===== src/hdl/logistic_map_xor_stream_cipher_top_macros.svh =====
// Assertion helpers used by lmx_seq
`ifndef LOGISTIC_MAP_XOR_STREAM_CIPHER_TOP_MACROS_SVH
`define LOGISTIC_MAP_XOR_STREAM_CIPHER_TOP_MACROS_SVH

// same-cycle implication, checked outside reset
`define LMX_ASSERT_IMP(lbl, clk, rst_n, ante, cons, msg) \
  lbl: assert property (@(posedge clk) disable iff (!rst_n) (ante) |-> (cons)) \
    else $error(msg);

// next-cycle implication, checked outside reset
`define LMX_ASSERT_NXT(lbl, clk, rst_n, ante, cons, msg) \
  lbl: assert property (@(posedge clk) disable iff (!rst_n) (ante) |=> (cons)) \
    else $error(msg);

`endif


===== src/hdl/lmx_pkg.sv =====
// ----------------------------------------------------------------------------
// lmx_pkg
// Types and constants of the logistic-map XOR stream cipher.
// ----------------------------------------------------------------------------
`default_nettype none

package lmx_pkg;

  localparam int unsigned DATA_W    = 8;
  localparam int unsigned WORD_W    = 32;
  localparam int unsigned OPA_W     = WORD_W + 1;
  localparam int unsigned PROD_W    = OPA_W + WORD_W;
  localparam int unsigned CFG_IDX_W = 1;

  localparam logic [WORD_W-1:0] GAIN_RESET = 32'hFF5C_28F6;
  localparam logic [WORD_W-1:0] SEED_RESET = 32'h8000_0000;
  localparam logic [OPA_W-1:0]  KEY_SCALE  = 33'd255;

  typedef enum logic [CFG_IDX_W-1:0] {
    CFG_GAIN = 1'b0,
    CFG_SEED = 1'b1
  } cfg_idx_t;

  typedef enum logic [2:0] {
    ST_IDLE,
    ST_MUL_P,
    ST_MUL_G,
    ST_MUL_K,
    ST_DONE
  } state_t;

  typedef enum logic [1:0] {
    OP_PROD,   // x * (1 - x)
    OP_GAIN,   // r * p
    OP_KEY     // x' * 255
  } mul_op_t;

  typedef struct packed {
    mul_op_t op;
    logic    mul_en;
    logic    load_x;    // x <= x' from the gain product
    logic    load_out;  // result register takes the key
    logic    in_ready;
  } ctrl_t;

endpackage

`default_nettype wire


===== src/hdl/lmx_in_if.sv =====
// ----------------------------------------------------------------------------
// lmx_in_if
// Input channel: one data byte and its start-of-message flag.
// ----------------------------------------------------------------------------
`default_nettype none

interface lmx_in_if;
  logic                          valid;
  logic                          ready;
  logic [lmx_pkg::DATA_W-1:0]    data_byte;
  logic                          start_of_message;

  modport source (output valid, output data_byte, output start_of_message,
                  input ready);
  modport sink   (input valid, input data_byte, input start_of_message,
                  output ready);
endinterface

`default_nettype wire


===== src/hdl/lmx_out_if.sv =====
// ----------------------------------------------------------------------------
// lmx_out_if
// Result channel: transformed byte and the key byte used.
// ----------------------------------------------------------------------------
`default_nettype none

interface lmx_out_if;
  logic                          valid;
  logic                          ready;
  logic [lmx_pkg::DATA_W-1:0]    out_byte;
  logic [lmx_pkg::DATA_W-1:0]    key_byte;

  modport source (output valid, output out_byte, output key_byte, input ready);
  modport sink   (input valid, input out_byte, input key_byte, output ready);
endinterface

`default_nettype wire


===== src/hdl/logistic_map_xor_stream_cipher_top.sv =====
// ----------------------------------------------------------------------------
// logistic_map_xor_stream_cipher_top
// Logistic-map chaotic stream cipher: each byte XORed with a key from the map.
// ----------------------------------------------------------------------------
// Usage:
//   in_ch  : valid/ready channel carrying data_byte and start_of_message.
//            A transaction with start_of_message set reloads the map value
//            from the seed register before the map is advanced.
//   out_ch : valid/ready channel carrying out_byte (data XOR key) and the
//            key_byte used. One result per input transaction, in order.
//   cfg_*  : write-only registers, gain (index 0, Q2.30) and seed (index 1,
//            Q0.32). Write only while no byte is in flight.
//   Sequence: an accepted byte steps through ST_MUL_P, ST_MUL_G and ST_MUL_K;
//   a new byte is taken only in ST_IDLE or ST_DONE, as the single shared
//   multiplier forms x*(1-x), r*p and x*255 in turn.
//   Reset: gain = 3.99, seed = map value = 0.5, both channels empty.
//   Stall: a finished result waits in ST_DONE for the output slot; the next input
//   transaction is taken in the cycle the output slot frees.
// ----------------------------------------------------------------------------
`default_nettype none

module logistic_map_xor_stream_cipher_top (
  input  wire logic                              clk,
  input  wire logic                              rst_n,
  input  wire logic                              cfg_we,
  input  wire logic [lmx_pkg::CFG_IDX_W-1:0]     cfg_idx,
  input  wire logic [lmx_pkg::WORD_W-1:0]        cfg_wdata,
  lmx_in_if.sink                                 in_ch,
  lmx_out_if.source                              out_ch
);

  localparam int unsigned W = lmx_pkg::WORD_W;

  lmx_pkg::ctrl_t              ctrl;
  logic [W-1:0]                gain_r;
  logic [W-1:0]                seed_r;
  logic [W-1:0]                x_r;
  logic [W-1:0]                x_nxt;
  logic [lmx_pkg::DATA_W-1:0]  data_r;
  logic [lmx_pkg::DATA_W-1:0]  out_byte_r;
  logic [lmx_pkg::DATA_W-1:0]  key_byte_r;
  logic                        out_valid_r;
  logic                        out_free;
  logic                        accept;
  logic [lmx_pkg::OPA_W-1:0]   op_a;
  logic [W-1:0]                op_b;
  logic [lmx_pkg::PROD_W-1:0]  prod_r;
  logic [W-1:0]                x_new;
  logic [lmx_pkg::DATA_W-1:0]  key;

  assign out_free = !out_valid_r || out_ch.ready;
  assign accept   = in_ch.valid && ctrl.in_ready;
  assign in_ch.ready = ctrl.in_ready;

  lmx_seq u_seq (
    .clk      (clk),
    .rst_n    (rst_n),
    .in_valid (in_ch.valid),
    .out_free (out_free),
    .ctrl     (ctrl)
  );

  // r*p in Q2.30 x Q0.32, shifted back to Q0.32; saturate at all ones
  assign x_new = (|prod_r[lmx_pkg::PROD_W-1:2*W-2]) ? '1 : prod_r[2*W-3:W-2];
  assign key   = prod_r[W+lmx_pkg::DATA_W-1:W];

  always_comb begin
    op_a = {1'b0, x_r};
    op_b = x_r;
    case (ctrl.op)
      lmx_pkg::OP_PROD: begin
        // 1 - x as a 33-bit value, 1.0 when x is zero
        op_a = {1'b1, {W{1'b0}}} - {1'b0, x_r};
        op_b = x_r;
      end
      lmx_pkg::OP_GAIN: begin
        op_a = {1'b0, gain_r};
        op_b = prod_r[2*W-1:W];
      end
      lmx_pkg::OP_KEY: begin
        op_a = lmx_pkg::KEY_SCALE;
        op_b = x_new;
      end
      default: begin
        op_a = {1'b0, x_r};
      end
    endcase
  end

  lmx_mul u_mul (
    .clk    (clk),
    .en     (ctrl.mul_en),
    .op_a   (op_a),
    .op_b   (op_b),
    .prod_r (prod_r)
  );

  always_comb begin
    x_nxt = x_r;
    if (ctrl.load_x) begin
      x_nxt = x_new;
    end else if (accept && in_ch.start_of_message) begin
      x_nxt = seed_r;
    end
  end

  always_ff @(posedge clk) begin
    if (!rst_n) begin
      gain_r      <= lmx_pkg::GAIN_RESET;
      seed_r      <= lmx_pkg::SEED_RESET;
      x_r         <= lmx_pkg::SEED_RESET;
      out_valid_r <= 1'b0;
    end else begin
      x_r <= x_nxt;
      if (cfg_we) begin
        case (lmx_pkg::cfg_idx_t'(cfg_idx))
          lmx_pkg::CFG_GAIN: gain_r <= cfg_wdata;
          lmx_pkg::CFG_SEED: seed_r <= cfg_wdata;
          default:           gain_r <= gain_r;
        endcase
      end
      if (ctrl.load_out) begin
        out_valid_r <= 1'b1;
      end else if (out_ch.ready) begin
        out_valid_r <= 1'b0;
      end
    end
  end

  always_ff @(posedge clk) begin
    if (accept) begin
      data_r <= in_ch.data_byte;
    end
    if (ctrl.load_out) begin
      out_byte_r <= data_r ^ key;
      key_byte_r <= key;
    end
  end

  assign out_ch.valid    = out_valid_r;
  assign out_ch.out_byte = out_byte_r;
  assign out_ch.key_byte = key_byte_r;

endmodule

`default_nettype wire


===== src/hdl/lmx_mul.sv =====
// ----------------------------------------------------------------------------
// lmx_mul
// Shared 33x32 unsigned multiplier with a registered product.
// ----------------------------------------------------------------------------
`default_nettype none

module lmx_mul (
  input  wire logic                          clk,
  input  wire logic                          en,
  input  wire logic [lmx_pkg::OPA_W-1:0]     op_a,
  input  wire logic [lmx_pkg::WORD_W-1:0]    op_b,
  output      logic [lmx_pkg::PROD_W-1:0]    prod_r
);

  logic [lmx_pkg::PROD_W-1:0] prod_nxt;

  always_comb begin
    prod_nxt = lmx_pkg::PROD_W'(op_a) * lmx_pkg::PROD_W'(op_b);
  end

  always_ff @(posedge clk) begin
    if (en) begin
      prod_r <= prod_nxt;
    end
  end

endmodule

`default_nettype wire


===== src/hdl/lmx_seq.sv =====
// ----------------------------------------------------------------------------
// lmx_seq
// Sequencer: steps the shared multiplier through the three products of a byte.
// ----------------------------------------------------------------------------
`default_nettype none

`include "logistic_map_xor_stream_cipher_top_macros.svh"

module lmx_seq (
  input  wire logic            clk,
  input  wire logic            rst_n,
  input  wire logic            in_valid,
  input  wire logic            out_free,
  output      lmx_pkg::ctrl_t  ctrl
);

  lmx_pkg::state_t state_r;
  lmx_pkg::state_t state_nxt;
  logic            accept;

  assign accept = in_valid && ctrl.in_ready;

  always_comb begin
    state_nxt = state_r;
    case (state_r)
      lmx_pkg::ST_IDLE:  if (accept) state_nxt = lmx_pkg::ST_MUL_P;
      lmx_pkg::ST_MUL_P: state_nxt = lmx_pkg::ST_MUL_G;
      lmx_pkg::ST_MUL_G: state_nxt = lmx_pkg::ST_MUL_K;
      lmx_pkg::ST_MUL_K: state_nxt = lmx_pkg::ST_DONE;
      lmx_pkg::ST_DONE: begin
        if (accept) begin
          state_nxt = lmx_pkg::ST_MUL_P;
        end else if (out_free) begin
          state_nxt = lmx_pkg::ST_IDLE;
        end
      end
      default:           state_nxt = lmx_pkg::ST_IDLE;
    endcase
  end

  always_comb begin
    ctrl          = '0;
    ctrl.op       = lmx_pkg::OP_PROD;
    case (state_r)
      lmx_pkg::ST_IDLE: begin
        ctrl.in_ready = 1'b1;
      end
      lmx_pkg::ST_MUL_P: begin
        ctrl.op     = lmx_pkg::OP_PROD;
        ctrl.mul_en = 1'b1;
      end
      lmx_pkg::ST_MUL_G: begin
        ctrl.op     = lmx_pkg::OP_GAIN;
        ctrl.mul_en = 1'b1;
      end
      lmx_pkg::ST_MUL_K: begin
        ctrl.op     = lmx_pkg::OP_KEY;
        ctrl.mul_en = 1'b1;
        ctrl.load_x = 1'b1;
      end
      lmx_pkg::ST_DONE: begin
        // result leaves as soon as the output slot frees; next byte may enter then
        ctrl.load_out = out_free;
        ctrl.in_ready = out_free;
      end
      default: begin
        ctrl.in_ready = 1'b0;
      end
    endcase
  end

  always_ff @(posedge clk) begin
    if (!rst_n) begin
      state_r <= lmx_pkg::ST_IDLE;
    end else begin
      state_r <= state_nxt;
    end
  end

  `LMX_ASSERT_NXT(a_accept_starts, clk, rst_n, accept, state_r == lmx_pkg::ST_MUL_P, "accept did not start a map step")
  `LMX_ASSERT_NXT(a_p_then_g, clk, rst_n, state_r == lmx_pkg::ST_MUL_P, state_r == lmx_pkg::ST_MUL_G, "gain product skipped")
  `LMX_ASSERT_NXT(a_g_then_k, clk, rst_n, state_r == lmx_pkg::ST_MUL_G, state_r == lmx_pkg::ST_MUL_K, "key product skipped")
  `LMX_ASSERT_IMP(a_ready_not_busy, clk, rst_n, ctrl.in_ready, !ctrl.mul_en, "input taken while multiplier busy")

endmodule

`default_nettype wire


===== src/flat_wrapper.sv =====
// flat-port wrapper written by rule: the top's interface ports become plain ports
module logistic_map_xor_stream_cipher_top_flat 
  (clk, rst_n, cfg_we, cfg_idx, cfg_wdata, in_ch_valid, in_ch_data_byte, in_ch_start_of_message, in_ch_ready, out_ch_valid, out_ch_out_byte, out_ch_key_byte, out_ch_ready);
  lmx_in_if in_ch_i ();
  lmx_out_if out_ch_i ();
  input  wire logic clk;
  input  wire logic rst_n;
  input  wire logic cfg_we;
  input  wire logic [lmx_pkg::CFG_IDX_W-1:0] cfg_idx;
  input  wire logic [lmx_pkg::WORD_W-1:0] cfg_wdata;
  input wire logic [$bits(in_ch_i.valid)-1:0] in_ch_valid;
  input wire logic [$bits(in_ch_i.data_byte)-1:0] in_ch_data_byte;
  input wire logic [$bits(in_ch_i.start_of_message)-1:0] in_ch_start_of_message;
  output wire logic [$bits(in_ch_i.ready)-1:0] in_ch_ready;
  output wire logic [$bits(out_ch_i.valid)-1:0] out_ch_valid;
  output wire logic [$bits(out_ch_i.out_byte)-1:0] out_ch_out_byte;
  output wire logic [$bits(out_ch_i.key_byte)-1:0] out_ch_key_byte;
  input wire logic [$bits(out_ch_i.ready)-1:0] out_ch_ready;
  assign in_ch_i.valid = in_ch_valid;
  assign in_ch_i.data_byte = in_ch_data_byte;
  assign in_ch_i.start_of_message = in_ch_start_of_message;
  assign in_ch_ready = in_ch_i.ready;
  assign out_ch_valid = out_ch_i.valid;
  assign out_ch_out_byte = out_ch_i.out_byte;
  assign out_ch_key_byte = out_ch_i.key_byte;
  assign out_ch_i.ready = out_ch_ready;
  logistic_map_xor_stream_cipher_top u_core (.clk(clk), .rst_n(rst_n), .cfg_we(cfg_we), .cfg_idx(cfg_idx), .cfg_wdata(cfg_wdata), .in_ch(in_ch_i), .out_ch(out_ch_i));
endmodule

===== config.mk =====
export PLATFORM = sky130hd
export DESIGN_NAME = logistic_map_xor_stream_cipher_top_flat
export DESIGN_NICKNAME = d
export VERILOG_FILES = /design/src/hdl/lmx_pkg.sv /design/src/hdl/lmx_in_if.sv /design/src/hdl/lmx_out_if.sv /design/src/hdl/logistic_map_xor_stream_cipher_top.sv /design/src/hdl/lmx_mul.sv /design/src/hdl/lmx_seq.sv /design/src/flat_wrapper.sv
export VERILOG_INCLUDE_DIRS = /design/src /design/src/hdl
export SDC_FILE = /design/constraint.sdc
export NUM_CORES = 2
export LEC_CHECK = 0
export ABC_AREA = 1
export BUFFER_PORTS_ARGS = -buffer_cell sky130_fd_sc_hd__buf_2
export CAP_MARGIN = 20
export CORE_MARGIN = 8
export CORE_UTILIZATION = 55
export CTS_CLUSTER_SIZE = 8
export DETAILED_ROUTE_END_ITERATION = 8
export PLACE_DENSITY = 0.79
export SETUP_SLACK_MARGIN = 0.15
export SLEW_MARGIN = 30
export SYNTH_ARGS = -nofsm -noshare
export SYNTH_HDL_FRONTEND = slang
export SYNTH_HIERARCHICAL = 1
export SYNTH_SLANG_ARGS = --single-unit

===== constraint.sdc =====
create_clock -name clk -period 8.1 [get_ports clk]
set_clock_uncertainty 0.2 [all_clocks]
set_input_delay 0.81 -clock clk [delete_from_list [all_inputs] [get_ports clk]]
set_output_delay 0.81 -clock clk [all_outputs]
set_load 0.03 [all_outputs]

* After elaboration in Yosys (flattened, before gate mapping)
Index checks and enable logic that the tools add are counted.
** Storage, ports and cells
- Word-level logic and storage cells :: 48
- Output and inout port bits :: 18
- Bits in registers :: 189
** Operators by class
- Add/sub/neg operators :: 1
- $mul :: 1
- Bitwise gates (word level) :: 2
- Multiplexer cells :: 15
- Reduce and logical (&&, ||, !) cells :: 12
- Equal/unequal tests :: 8
** Operators with widths (number)
- $pmux W33 S3 :: 1
- $mux W32 :: 3
- $mul A33 B32 Y65 :: 1
- $pmux W32 S2 :: 1
- $sub A33 B32 Y33 const A :: 1
- $pmux W3 S5 :: 1
- $mux W3 :: 3
- $pmux W3 S3 :: 1
- $xor A8 B8 Y8 :: 1
- $eq A3 B2 Y1 const B :: 2
- $reduce_and A2 Y1 :: 3
- $mux W1 :: 4
- $reduce_bool A2 Y1 :: 2
- $eq A3 B1 Y1 const B :: 1
- $eq A3 B3 Y1 const B :: 1
- $logic_not A3 Y1 :: 1
- $ne A3 B2 Y1 const B :: 1
- $reduce_or A3 Y1 :: 1
- $eq A2 B1 Y1 const B :: 1
- $eq A2 B2 Y1 const B :: 1
- $logic_and A1 B1 Y1 :: 2
- $logic_not A2 Y1 :: 1
- $ne A2 B1 Y1 const B :: 1
- $pmux W1 S2 :: 1
- other kinds (3) :: 3

* Logic depth before layout (Yosys ltp)
- Depth in word-level cells :: 7
- Mapped depth :: 43
- Depth with buffers taken out :: 40

* By module
Netlist, hierarchy kept.
** By module, submodules not included
- lmx_mul :: cells an instance 5093, area an instance 38758.4 um2, instances 1
- logistic_map_xor_stream_cipher_top :: cells an instance 975, area an instance 6750.2 um2, instances 1
- lmx_seq :: cells an instance 30, area an instance 186.4 um2, instances 1

* Worst setup path before layout
No wires, ideal clock.
- Kind :: register to register
- Start point :: register u_core.u_seq.state_r[2]
- End point :: register u_core/u_mul/prod_r[61] in the netlist's numbering (data pin)
- Data arrival time :: 7.541 ns
- Stages on the path, launching flop included :: 38
- Setup time :: 0.252 ns
- Period minus slack after synthesis :: 7.993 ns
- Data required time :: 7.648 ns
- Setup slack :: 0.107 ns
- Cell sequence :: dfxtp_1 -> inv_2 -> nand3_1 -> inv_1 -> buf_4 -> inv_1 -> ha_1 -> inv_2 -> clkbuf_1 -> a21oi_1 -> a22oi_1 -> clkbuf_1 -> clkbuf_1 -> nand2_1 -> fa_1 -> inv_1 -> fa_1 -> fa_1 -> (+2 left out) -> inv_1 -> fa_1 -> fa_1 -> fa_1 -> inv_1 -> fa_1 -> inv_1 -> ha_1 -> nand2_1 -> inv_1 -> a21oi_1 -> nand2_1 -> nand2_1 -> nand2_1 -> a21oi_1 -> nand2_1 -> nand2_1 -> nand2_1
** RTL lines
- from (decl) :: line lmx_seq.sv:17 : lmx_pkg::state_t state_r;
- from (signal assigned) :: line lmx_seq.sv:74 : state_r <= lmx_pkg::ST_IDLE;
- from (signal assigned) :: line lmx_seq.sv:76 : state_r <= state_nxt;
- to (signal assigned) :: line lmx_mul.sv:23 : prod_r <= prod_nxt;
- to (decl) :: line lmx_mul.sv:12 : output logic [lmx_pkg::PROD_W-1:0] prod_r

==> impl_metrics.tcl <==
set metrics [dict create \
    die_h_um 301 \
    vias 40602 \
    outcome "complete, no violations" \
    arrival_ns 8.07 \
    min_path_cells 2 \
    h-tree-depth 4 \
    post_dp_cell_area_sq_um 50200 \
    r2r-start "u_core/u_seq/state_r[0]" \
    worstRegToRegCells 39 \
    routed_wl_um 149000 \
    cts-root-buf "clkbuf_16" \
    syn_nets 7283 \
    crit_fanout 7 \
    wl_per_cell_um 19.8 \
    drt_iter0_drc 3463 \
    antenna_found_initial 0 \
    critPathSlowestCell "fa_1" \
    start_kind "flop" \
    clock_path_buffers 2 \
    io_pins 65 \
    crit_type "reg -> reg" \
    cp.required_ns 8.12 \
    setup_viol 0 \
    rsz0062_at_grt "yes" \
    max_cap_viol_count 0 \
    final_cell_mix "1683 x inv_1, 1646 x nand2_1, 889 x fa_1, 422 x buf_4, 225 x ha_1" \
    clock_sinks 159 \
    utilization 0.678 \
    grt_max_degree 82 \
    final_hold_viol_count 0 \
    n_fill_cell 6084 \
    port_buffers 64 \
    critical_path.endpoint_type "flop" \
    place_congestion 1.05 \
    crit_family "adder cells" \
    synth.avg_cell_area_sq_um 7.38 \
    clk_pin_slew_ns 0.08 \
    max_stage_delay_ns 0.60 \
    route.antenna.remaining_nets 0 \
    period_minus_slack_ns 8.05 \
    grt-ovfl-total 0 \
    min_to "u_core/gain_r[25]" \
    grt_use_total 0.316 \
    num_rows 104 \
    firstDrtPassIters 6 \
    layout_commonest_cell "inv_1" \
    syn_inst 6041 \
    cts_inserted_buffers 17 \
    nets 7689 \
    clk_latency_ns 0.46 \
    avgViaCountPerCell 5.40 \
    die-area_sq_um 90400 \
    grt_pass1_wl_um 224000 \
    yosys_warnings 6 \
    regArea_sq_um 3780 \
    cp_num_buf_inv 16 \
    tightest_slew_ns 0.915 \
    reg2reg_slack_ns 0.05 \
    layout-drive-gt1-share 0.192 \
    cts_tree "done" \
    r2r-end "u_core/u_mul/prod_r[47]" \
    hp-class "reg -> reg" \
    startpoint "u_core/u_seq/state_r[0]" \
    min_from "u_core/gain_r[25]" \
    slew_headroom 0.388 \
    die_x_um 301 \
    fmax_ghz 0.124 \
    post-dp-hpwl_um 114000 \
    grt_pass1_vias 42185 \
    synth_area_sq_um 44600 \
    finalCritPeriodShare 0.994 \
    stdcell_area_sq_um 54500 \
    start_util 0.554 \
    multiInputGateArea_sq_um 35200 \
    core_sq_um 80400 \
    area_growth_pct 22.4 \
    drc 0 \
    slew_viol_final 0 \
    crit_top_cell "fa_1" \
]
==> registers in the layout, summed over array words and instances (netlist names) <==
register                cells
u_core/gain_r              32
u_core/out_ch.key_byte      8
u_core/seed_r              32
u_core/data_r               8
u_core/out_ch.out_byte      8
u_core/u_mul/prod_r        35
u_core/x_r                 32
u_core/out_ch.valid         1
u_core/u_seq/state_r        3
==> final cells by class <==
class,count,share of cell area
clock buffer,17,0.00780
multi-input combinational,3822,0.645
inverter,1767,0.122
sequential,159,0.0694
tap,1060,0.0243
timing repair buffer,680,0.128
antenna,1,0.0000459
clock inverter,15,0.00326
==> how the worst max path moves through the flow <==
| stage | slack, ns | cells past startpoint | endpoint |
|---|---|---|---|
| after global placement | -0.04 | 36 | u_core/u_mul/prod_r[51] |
| after CTS | 0.13 | 38 | u_core/u_mul/prod_r[59] |
| after detailed placement | -0.09 | 36 | u_core/u_mul/prod_r[59] |
| after global routing | -0.21 | 39 | u_core/u_mul/prod_r[63] |
| final | 0.05 | 39 | u_core/u_mul/prod_r[47] |
| after floorplan | 0.15 | 37 | u_core/u_mul/prod_r[61] |
==> per-stage QoR <==
stage	instances	setup slack, ns	hold WS [ns]	setup TNS, ns
2_1_floorplan	6041	0.151	0.229	0
3_3_place_gp	7370	-0.0375	0.242	-0.132
3_5_place_dp	7370	-0.0914	0.245	-0.979
4_1_cts	7447	0.129	0.264	0
5_1_grt	7520	-0.206	0.280	-4.81
6_report	7521	0.0504	0.264	0
==> timing repair <==
action / 4_1_cts / 5_1_grt
hold buffers: 0 / 0
endpoints found under the setup margin: 35 / 35
buffers inserted: 37 / 62
pin swaps: 66 / 180
cloned: 8 / 11
gates resized for setup: 163 / 437
==> per-layer routing <==
metal,global-route usage,wire [um],vias up,share of wire
met5,0,0,-,0
met4,0.171,10700,0,0.072
met3,0.0482,13600,601,0.091
met2,0.528,71200,2156,0.48
met1,0.393,53300,19925,0.36
li1,-,-,17920,-
==> worst register-to-register path, delay by kind of cell (launching register included) <==
kind | cells | cell delay (ns)
compound gates | 2 | 0.39
buf+inv | 16 | 1.55
simple gates | 11 | 0.78
fa+ha+maj | 10 | 4.56
flops | 1 | 0.37
Power is not shown: default switching activity piles up to over one toggle a cycle in this logic, so the estimate is an artifact.
